## src/rtl/hmtp_pkg.sv

```systemverilog
package hmtp_pkg;

    localparam int HEIGHT_BITS_DEF = 16;
    localparam int SCALE_W         = 16;
    localparam int BYTE_W          = 8;
    localparam int FRAC_BITS       = 16;   // root taken over s * 2^16
    localparam int CFG_ADDR_W      = 2;

    localparam logic [CFG_ADDR_W-1:0] REG_HEIGHT_MIN = 2'd0;
    localparam logic [CFG_ADDR_W-1:0] REG_HEIGHT_MAX = 2'd1;
    localparam logic [CFG_ADDR_W-1:0] REG_VERT_SCALE = 2'd2;

    localparam logic [31:0]        HEIGHT_MIN_RESET = 32'd0;
    localparam logic [31:0]        HEIGHT_MAX_RESET = 32'd32767;
    localparam logic [SCALE_W-1:0] VERT_SCALE_RESET = 16'd1024;

    localparam logic [BYTE_W-1:0] NORMAL_BIAS = 8'd127;
    localparam logic [BYTE_W-1:0] HEIGHT_SAT  = 8'd255;

    localparam int HQ_BITS  = 8;   // height quotient bits
    localparam int NQ_BITS  = 7;   // normal quotient bits, quotient never exceeds 127
    localparam int GRAD_LAT = 4;
    localparam int NDIV_LAT = NQ_BITS + 2;
    localparam int HDIV_LAT = HQ_BITS + 4;

    typedef struct packed {
        logic advance;
        logic valid;
    } pipe_ctl_t;

    function automatic int sum_width(input int hb);
        return ((2 * hb > 2 * SCALE_W) ? 2 * hb : 2 * SCALE_W) + 2;
    endfunction

endpackage

```

## src/rtl/hmtp_height_div.sv

```systemverilog
module hmtp_height_div #(
    parameter int HB = hmtp_pkg::HEIGHT_BITS_DEF
) (
    input  logic                        clk,
    input  logic                        en,
    input  logic signed [HB-1:0]        height_center,
    input  logic signed [HB-1:0]        height_min,
    input  logic signed [HB-1:0]        height_max,
    output logic [hmtp_pkg::BYTE_W-1:0] height_byte
);
    import hmtp_pkg::*;

    localparam int NW = HB + HQ_BITS;

    logic signed [HB:0]   diff_reg;
    logic [HB-1:0]        den_reg;
    logic signed [HB:0]   diff_next;
    logic signed [HB:0]   span_next;

    logic [NW-1:0]        num_reg;
    logic [HB-1:0]        den2_reg;
    logic                 pos_reg;

    logic [NW-1:0]        rem_reg  [HQ_BITS+1];
    logic [HB-1:0]        den3_reg [HQ_BITS+1];
    logic [HQ_BITS-1:0]   q_reg    [HQ_BITS+1];
    logic                 pos3_reg [HQ_BITS+1];
    logic                 sat_reg  [HQ_BITS+1];

    logic [BYTE_W-1:0]    byte_reg;

    always_comb
    begin
        diff_next = HB'(0) + ({height_center[HB-1], height_center}
                    - {height_min[HB-1], height_min});
        span_next = {height_max[HB-1], height_max} - {height_min[HB-1], height_min};
    end

    always_ff @(posedge clk)
    begin
        if (en)
        begin
            diff_reg <= diff_next;
            den_reg  <= (span_next < 1) ? HB'(1) : span_next[HB-1:0];
        end
    end

    // 255 * diff as shift minus diff; non-positive differences give zero
    always_ff @(posedge clk)
    begin
        if (en)
        begin
            pos_reg  <= (diff_reg > 0);
            num_reg  <= (diff_reg > 0)
                        ? ((NW'(diff_reg[HB-1:0]) << HQ_BITS) - NW'(diff_reg[HB-1:0]))
                        : '0;
            den2_reg <= den_reg;
        end
    end

    // saturation check, then one quotient bit per stage
    always_ff @(posedge clk)
    begin
        if (en)
        begin
            rem_reg[0]  <= num_reg;
            den3_reg[0] <= den2_reg;
            q_reg[0]    <= '0;
            pos3_reg[0] <= pos_reg;
            sat_reg[0]  <= (num_reg >= (NW'(den2_reg) << HQ_BITS));
        end
    end

    for (genvar j = 0; j < HQ_BITS; j++)
    begin : g_step
        logic [NW-1:0] dsh;
        logic          ge;

        always_comb
        begin
            dsh = NW'(den3_reg[j]) << (HQ_BITS - 1 - j);
            ge  = (rem_reg[j] >= dsh);
        end

        always_ff @(posedge clk)
        begin
            if (en)
            begin
                rem_reg[j+1]  <= ge ? (rem_reg[j] - dsh) : rem_reg[j];
                den3_reg[j+1] <= den3_reg[j];
                q_reg[j+1]    <= {q_reg[j][HQ_BITS-2:0], ge};
                pos3_reg[j+1] <= pos3_reg[j];
                sat_reg[j+1]  <= sat_reg[j];
            end
        end
    end

    always_ff @(posedge clk)
    begin
        if (en)
        begin
            priority if (!pos3_reg[HQ_BITS])
                byte_reg <= '0;
            else if (sat_reg[HQ_BITS])
                byte_reg <= HEIGHT_SAT;
            else
                byte_reg <= q_reg[HQ_BITS];
        end
    end

    assign height_byte = byte_reg;

endmodule

```

## config.mk

```make
export PLATFORM = sky130hd
export DESIGN_NAME = hmtp_height_div
export DESIGN_NICKNAME = d
export VERILOG_FILES = /design/src/rtl/hmtp_pkg.sv /design/src/rtl/hmtp_height_div.sv
export SDC_FILE = /design/constraint.sdc
export NUM_CORES = 1
export LEC_CHECK = 0
export BUFFER_PORTS_ARGS = -buffer_cell sky130_fd_sc_hd__buf_2
export CORE_UTILIZATION = 65
export CTS_BUF_LIST = sky130_fd_sc_hd__clkbuf_4 sky130_fd_sc_hd__clkbuf_8
export DETAILED_ROUTE_END_ITERATION = 6
export MAX_ROUTING_LAYER = met4
export PLACE_DENSITY = 0.82
export SYNTH_ARGS = -nofsm -noshare
export SYNTH_HDL_FRONTEND = slang
export SYNTH_SLANG_ARGS = --single-unit
export TNS_END_PERCENT = 20
```

## constraint.sdc

```tcl
create_clock -name clk -period 3.4 [get_ports clk]
set_input_delay 0.34 -clock clk [delete_from_list [all_inputs] [get_ports clk]]
set_output_delay 0.34 -clock clk [all_outputs]
set_load 0.01 [all_outputs]
```

# --- Word-level counts from Yosys, hierarchy flattened ---
# Memories as Yosys holds them, arrays and structs flattened.
# Cells that the tools add are included.
# Widths: inputs -> output; s select.
totals:
  elab_cells: 44
  memories: 5
  in_bits: 50
  out_inout_bits: 8
  romBits: 0
  latchBits: 0
  reg_bits: 82
  mem_bits_rw: 450
memory_table:
  columns: ["memory", "depth", "word_bits", "rd", "rd_clocked_by_memory_dff", "wr", "line", "source"]
  rows:
  - ["rem_reg", 9, 24, 8, 0, 9, "hmtp_height_div.sv:24", "logic [NW-1:0] rem_reg [HQ_BITS+1];"]
  - ["den3_reg", 9, 16, 8, 0, 9, "hmtp_height_div.sv:25", "logic [HB-1:0] den3_reg [HQ_BITS+1];"]
  - ["q_reg", 9, 8, 9, 0, 9, "hmtp_height_div.sv:26", "logic [HQ_BITS-1:0] q_reg [HQ_BITS+1];"]
  - ["pos3_reg", 9, 1, 9, 0, 9, "hmtp_height_div.sv:27", "logic pos3_reg [HQ_BITS+1];"]
  - ["sat_reg", 9, 1, 9, 0, 9, "hmtp_height_div.sv:28", "logic sat_reg [HQ_BITS+1];"]
classes:
  div_mod_pow: 0
  n_bitwise: 0
  n_addsub: 11
  n_eq_ne: 0
  reduce_logical: 0
  mul: 0
  shift: 0
  muxes: 11
  n_lt_le_gt_ge: 11
op_table:
  columns: ["op", "count"]
  rows:
  - ["$mux 24", 8]
  - ["$sub 24x16->24", 2]
  - ["$sub 16x16->17", 2]
  - ["$ge 24x16->1", 1]
  - ["$ge 24x17->1", 1]
  - ["$ge 24x18->1", 1]
  - ["$ge 24x19->1", 1]
  - ["$ge 24x20->1", 1]
  - ["$ge 24x21->1", 1]
  - ["$ge 24x22->1", 1]
  - ["$ge 24x23->1", 1]
  - ["$ge 24x24->1", 1]
  - ["$sub 24x17->24", 1]
  - ["$sub 24x18->24", 1]
  - ["$sub 24x19->24", 1]
  - ["$sub 24x20->24", 1]
  - ["$sub 24x21->24", 1]
  - ["$sub 24x22->24", 1]
  - ["$sub 24x23->24", 1]
  - ["$gt 17x1->1 const B", 1]
  - ["$lt 17x2->1 const B", 1]
  - ["$mux 8", 1]
  - ["$mux 1", 2]

# --- Longest topological paths before layout ---
# Gate-level depths: netlist of the first run.
# An unclocked memory read counts as a cell.
logic_depth:
  ltp_word: 3
  depth_mapped: 13

# --- Worst setup path after synthesis of the first run ---
# Ideal clock, no wire load.
synth_timing:
  kind: "input port to flip-flop"
  startpoint: "input port height_max[0]"
  endpoint: "register den_reg[1] (data pin)"
  arrival_time_ps: 2740
  setup_time_ps: 255
  slack_ps: 405
  n_path_buf: 0
  stages: 12
  t_required_ps: 3145
  path_cell_list: "inv_1 ha_1 inv_1 fa_1 a211oi_2 o21ai_2 a211o_1 a31o_1 a21o_1 a2111o_1 a21boi_4 and2_1"
synth_via:
  elab_chain_cells: 2
synth_lines:
  columns: ["item", "line", "source"]
  rows:
  - ["start, declared", "hmtp_height_div.sv:8", "input logic signed [HB-1:0] height_max,"]
  - ["$sub 16x16->17 *", "hmtp_height_div.sv:36", "span_next = {height_max[HB-1], height_max} - {height_min[HB-1], height_min};"]
  - ["$lt 17x2->1", "hmtp_height_div.sv:44", "den_reg <= (span_next < 1) ? HB'(1) : span_next[HB-1:0];"]
  - ["end signal, assigned", "hmtp_height_div.sv:44", null]
  - ["end, declared", "hmtp_height_div.sv:16", "logic [HB-1:0] den_reg;"]
# Mark *: on every way between the ends. The rest lies on a longest branch, timed or not.
# A chain may end at the register's enable or synchronous reset.

==> results_dict.tcl, run 1 <==
set metrics [dict create \
    postSynthCellCount 2076 \
    tns_ns 0 \
    ys_ff_latch 456 \
    cts_htree_levels 3 \
    fin_nets 2461 \
    hp-class "in2reg" \
    drv_slew 0 \
    core_area_um2 36790 \
    synthesis.area_um2 24450 \
    crit_chain "inv_1 -> ha_1 -> a21o_1 -> a21oi_1 -> nand2_1 -> o211ai_1 -> o21ai_0 -> o311ai_1 -> nor3b_1 -> xor2_1" \
    worstSetupPathType "reg2reg" \
    rsz0062_at_grt "false" \
    path_clk_slew_ns 0.06 \
    grt_first_pass_wirelength_mm 75.21 \
    dieArea_um2 38390 \
    min_period_ns 3.251 \
    cp_max_fo 5 \
    async_reset_ff_frac 0 \
    cts.sinks 456 \
    timing.fmax_ghz 0.3076 \
    clockPowerShare 0.231 \
    ioPinCount 58 \
    final_hold_viol_count 0 \
    p_comb_frac 0.340 \
    clk_latency_ns 0.61 \
    timing.max_cap.violations 0 \
    postRouteAntennaNets 0 \
    swShare 0.3229 \
    leakage_nw 11.04 \
    layout-area-overhead-vs-synth_pct 10.31 \
    worst_path_max_delay_cell "o311ai_1" \
    synthTopCellsByArea "edfxtp_1, ha_1, inv_1" \
    dp_hpwl_mm 35.73 \
    drive_above_1_share 0.1123 \
    cp.required_ns 3.74 \
    yosysTopAreaCellShare 0.5601 \
    first_global_vias 16290 \
    fin_worst_skew_ns 0.03117 \
    drt_iter0_drc 718 \
    arrival_ns 3.59 \
    internal_power_mw 13.13 \
    port_buffers 57 \
    final.fill_count 2478 \
    cts-hold-fix-buffers 0 \
    cts_buffer_depth 3 \
    fin_crit_sh 0.9560 \
    grt_overflow 0 \
    setup_viol 0 \
    synthTopCellsByCount "edfxtp_1, inv_1, ha_1" \
    seq_power_share 0.429 \
    die_w_um 195.9 \
    ys.flop_type "edfxtp_1" \
    firstDrtPassIters 6 \
    multiInputGateArea_um2 9764 \
    vdd_drop_max_mv 0.3942 \
    yosys.area.top_type "edfxtp_1" \
    num_vias 15940 \
    gp_congestion 1.001 \
    rows 70 \
    vias_per_cell 5.818 \
    cts-root-buf "clkbuf_8" \
    yosysWarnings 0 \
    wirelength_mm 46.91 \
    die_h_um 195.9 \
    antenna_found_initial 0 \
    grt_usage 0.2576 \
    n_antenna_cell 0 \
    tritoncts "done" \
    power_switching_mw 6.261 \
    cts_made_buffers 75 \
    yosysSeqAreaShare 0.5601 \
    max_slew_margin 0.5653 \
    synth_edf_count 456 \
    ys_types 81 \
    syn_nets 2320 \
    grt_start_max_net_pins 87 \
    yosysMostFrequentCell "edfxtp_1" \
    p_per_area_nw_per_um2 719.0 \
    tightest_slew_ns 0.6460 \
    avgSynthCellArea_um2 11.78 \
    status "finished clean" \
    final_core_util 0.7332 \
    placedCellCount 2606 \
    cpPeakStageDelay_ns 0.51 \
    drc 0 \
    start_kind "register" \
    post_drt_wl_per_cell_um 17.13 \
    start_util 0.6646 \
    seq_area_um2 13690 \
    stdcell_count 2739 \
    worstSetupEndpointType "register" \
    largest_reg_flops 192 \
]
repair_timing:
action	CTS	global route
hold endpoints to repair	0	0
setup endpoints to repair	3	1
resized for setup	0	1
pin swaps	1	0
buffers inserted	2	0
kinds of logic after synthesis:
group	Yosys count	synth area share
AO/OA/AOI/OAI	468	0.1267
XOR/XNOR	138	0.04944
adder cells (fa/ha/maj)	194	0.1020
buffers and inverters	261	0.04099
flip-flops	456	0.5601
multiplexers	33	0.01489
AND/OR/NAND/NOR	526	0.1059
cells in the final DEF (no fill, tap or decap), types with 45 or more instances in the layout:
cell,n
nor3_1,45
a21oi_1,106
edfxtp_1,456
a21o_1,59
o21ai_0,112
nor2_1,152
xnor2_1,82
ha_1,185
inv_1,230
xor2_1,56
clkbuf_8,77
buf_2,56
nand2_1,120
final timing paths:
| check | startpoint | to | slack (ns) | cells past startpoint |
|---|---|---|---|---|
| min reg2reg | den_reg[5]$_SDFFCE_PP0P_ | den2_reg[5]$_DFFE_PP_ | 0.41 | 0 |
| max | den3_reg[0][87]$_DFFE_PP_ | rem_reg[0][162]$_DFFE_PP_ | 0.15 | 10 |
| max reg2reg | den3_reg[0][87]$_DFFE_PP_ | rem_reg[0][162]$_DFFE_PP_ | 0.15 | 10 |
| min | height_min[1] | diff_reg[1]$_DFFE_PP_ | 0.20 | 3 |
power groups by stage:
stage	clock (mW)	combinational (mW)	sequential [mW]
2_1_floorplan	0	4.95	8.22
3_3_place_gp	0	6.28	8.39
3_5_place_dp	0	6.53	8.43
4_1_cts	4.59	6.57	8.32
5_1_grt	4.82	7.35	8.43
6_report	4.47	6.59	8.33
routing by layer:
metal,part of all wire,global-route usage,vias up
met2,0.57,0.5098,392
met1,0.35,0.2268,7448
met5,0,-,-
met4,0.053,0.1554,0
met3,0.033,0.03421,170
li1,-,-,7925
stage by stage:
stage | area (µm²) | hold slack, ns | setup WS (ns) | total power [mW]
2_1_floorplan | 24450 | 0.4003 | 0.4053 | 13.17
3_3_place_gp | 25540 | 0.4007 | 0.1488 | 14.67
3_5_place_dp | 25540 | 0.4045 | 0.02865 | 14.95
4_1_cts | 26970 | 0.1516 | 0.008370 | 19.48
5_1_grt | 26970 | 0.1725 | 0.02192 | 20.61
6_report | 26970 | 0.1971 | 0.1495 | 19.39
critical path: cells and delay by family (launching register included):
| family | cells | cell delay, ns |
|---|---|---|
| AOI/OAI and AO/OA | 5 | 1.53 |
| buffers and inverters | 1 | 0.06 |
| adders and majority gates | 1 | 0.35 |
| xor gates and xnor gates | 1 | 0.12 |
| and+or+nand+nor | 2 | 0.54 |
| DFF | 1 | 0.38 |
layout make-up:
class                   instances  share of cell area
clock buffers                  94             0.04403
inverters                     231             0.03215
clock inverters                37            0.007840
multi-input cells            1359              0.3621
well taps                     468             0.02171
repair buffers                 94             0.02450
flip-flops and latches        456              0.5077
(Power assumes the default switching activity.)
==> run 2, diff against run 1 <==
--- a/config.mk
+++ b/config.mk
@@ -8,6 +8,7 @@
 export BUFFER_PORTS_ARGS = -buffer_cell sky130_fd_sc_hd__buf_2
 export CORE_UTILIZATION = 65
 export CTS_BUF_LIST = sky130_fd_sc_hd__clkbuf_4 sky130_fd_sc_hd__clkbuf_8
+export CTS_CLUSTER_DIAMETER = 100
 export DETAILED_ROUTE_END_ITERATION = 6
 export MAX_ROUTING_LAYER = met4
 export PLACE_DENSITY = 0.82
==> constraint.sdc (replaced) <==
create_clock -name clk -period 3.2 [get_ports clk]
set_input_delay 0.32 -clock clk [delete_from_list [all_inputs] [get_ports clk]]
set_output_delay 0.32 -clock clk [all_outputs]
set_load 0.01 [all_outputs]
==> results_dict.tcl, run 2 (synthesis results as in run 1) <==
set metrics [dict create \
    status "finished clean" \
    postRouteAntennaNets 0 \
    placedCellCount 2629 \
    cp-startpoint "den3_reg[0][19]$_DFFE_PP_" \
    cp_num_buf_inv 1 \
    drt_iter0_drc 757 \
    dieArea_um2 38390 \
    ioPinCount 58 \
    cp_max_fo 6 \
    cts-hold-fix-buffers 0 \
    placed_area_um2 25730 \
    hp-class "in2reg" \
    clk_latency_ns 0.62 \
    tightest_slew_ns 0.6696 \
    timing.max_cap.violations 0 \
    final_core_util 0.7408 \
    cts_buffer_depth 3 \
    max_slew_margin 0.5495 \
    grt_first_pass_wirelength_mm 75.21 \
    power_mw 20.90 \
    start_util 0.6646 \
    p_comb_frac 0.339 \
    setup_viol 0 \
    p_per_area_nw_per_um2 766.8 \
    crit_chain "inv_1 -> ha_1 -> a211oi_1 -> o221ai_1 -> o311a_1 -> o211ai_1 -> a31oi_1 -> nor2b_2 -> mux2_2" \
    antenna_found_initial 0 \
    first_global_vias 16280 \
    final_cell_mix "edfxtp_1, inv_1, ha_1" \
    seq_power_share 0.423 \
    rrSetupSlack_ns 0.11 \
    grt_start_max_net_pins 89 \
    die_h_um 195.9 \
    grt_usage 0.2586 \
    internal_power_mw 14.21 \
    rsz0062_at_grt "true" \
    start_kind "register" \
    vdd_drop_max_mv 0.3094 \
    worstSetupPathDepth 9 \
    firstDrtPassIters 5 \
    wirelength_mm 47.04 \
    swShare 0.3198 \
    worstSetupPathType "reg2reg" \
    power_switching_mw 6.683 \
    gp_congestion 0.9948 \
    min_period_ns 3.085 \
    worst_path_max_delay_cell "mux2_2" \
    postLayoutCellArea_um2 27250 \
    arrival_ns 3.44 \
    drc 0 \
    preCtsSetupSlack_ns -0.1343 \
    cpPeakStageDelay_ns 0.39 \
    cts.sinks 456 \
    largest_reg_flops 192 \
    vias_per_cell 5.826 \
    post_drt_wl_per_cell_um 17.04 \
    fin_nets 2485 \
    r2r_start "den3_reg[0][19]$_DFFE_PP_" \
    holdPathStages 3 \
    ff2ff_path_depth 9 \
    cts-root-buf "clkbuf_8" \
    n_antenna_cell 0 \
    clockPowerShare 0.237 \
    layout_commonest_cell "edfxtp_1" \
    cts_htree_levels 3 \
    core_area_um2 36790 \
    leakage_nw 11.20 \
    fin_worst_skew_ns 0.02486 \
    stdcell_count 2761 \
    dp_hpwl_mm 35.61 \
    layout-area-overhead-vs-synth_pct 11.46 \
    num_vias 16090 \
    rows 70 \
    tritoncts "done" \
    port_buffers 57 \
    worstSetupEndpointType "register" \
    cp.required_ns 3.55 \
    drive_above_1_share 0.1269 \
    cp-endpoint "rem_reg[0][65]$_DFFE_PP_" \
    die_w_um 195.9 \
    worst_slack_ns 0.1149 \
    final_hold_viol_count 0 \
    path_clk_slew_ns 0.06 \
    grt_overflow 0 \
    drv_slew 0 \
    critPathTopFamily "compound AO/OA/AOI/OAI gates" \
    timing.fmax_ghz 0.3241 \
    fin_crit_sh 0.9641 \
    reg2reg_to "rem_reg[0][65]$_DFFE_PP_" \
    cts_made_buffers 76 \
]
## run 2: cell types whose count changed in the layout (fill, tap and decap cells not counted), moves of 2 or more
cell,change
clkbuf_4,+4
clkinv_1,-10
inv_6,+2
buf_4,+21
clkbuf_8,+2
## run 2: power groups by stage
stage	clock network [mW]	registers, mW	logic (mW)
final	4.96	8.85	7.09
after global routing	5.35	8.98	7.86
after CTS	5.09	8.84	7.03
after detailed placement	0	8.96	6.97
after global placement	0	8.91	6.75
after floorplan	0	8.73	5.26
## run 2: worst min-delay path by stage
| stage | startpoint | endpoint | slack, ns |
|---|---|---|---|
| 2_1_floorplan | den_reg[0]$_SDFFCE_PP1P_ | den2_reg[0]$_DFFE_PP_ | 0.40 |
| 3_3_place_gp | q_reg[1][3]$_DFFE_PP_ | q_reg[1][12]$_DFFE_PP_ | 0.40 |
| 3_5_place_dp | den_reg[12]$_SDFFCE_PP0P_ | den2_reg[12]$_DFFE_PP_ | 0.40 |
| 4_1_cts | height_min[0] | diff_reg[0]$_DFFE_PP_ | 0.12 |
| 5_1_grt | height_min[0] | diff_reg[0]$_DFFE_PP_ | 0.14 |
| 6_report | height_min[0] | diff_reg[0]$_DFFE_PP_ | 0.16 |
## run 2: layout make-up
class / instances / area [µm²]
Clock buffer: 100 / 1245
Clock inverter: 30 / 224.0
Fill cell: 2399 / 9534
Inverter: 231 / 867.1
Multi-Input combinational cell: 1359 / 9787
Sequential cell: 456 / 13690
Tap cell: 468 / 585.6
Timing Repair Buffer: 117 / 849.6
## run 2: stage by stage
stage	TNS (ns)	hold WS, ns
2_1_floorplan	0	0.4003
3_3_place_gp	-0.3417	0.4003
3_5_place_dp	-1.714	0.4045
4_1_cts	0	0.1223
5_1_grt	-0.08470	0.1406
6_report	0	0.1618
## run 2: worst reg2reg max path: cells and delay by family, from the launching register on
family                     cells  cell delay, ns
muxes                          1            0.39
DFF                            1            0.36
AOI/OAI and AO/OA              5            1.35
adders and majority gates      1            0.37
buffers and inverters          1            0.05
and+or+nand+nor                1            0.32
## run 2: repair_timing
| item | CTS | global route |
|---|---|---|
| setup buffers | 2 | 0 |
| gates cloned | 0 | 0 |
| gates resized for setup | 0 | 8 |
| setup endpoints to repair | 14 | 30 |
| pin swaps | 1 | 0 |
## run 2: metal layers
metal,part of all wire,vias up,global-route usage
li1,-,7953,-
met1,0.34,7588,0.2232
met2,0.57,403,0.5161
met3,0.033,141,0.03576
met4,0.052,0,0.1545
met5,0,-,-
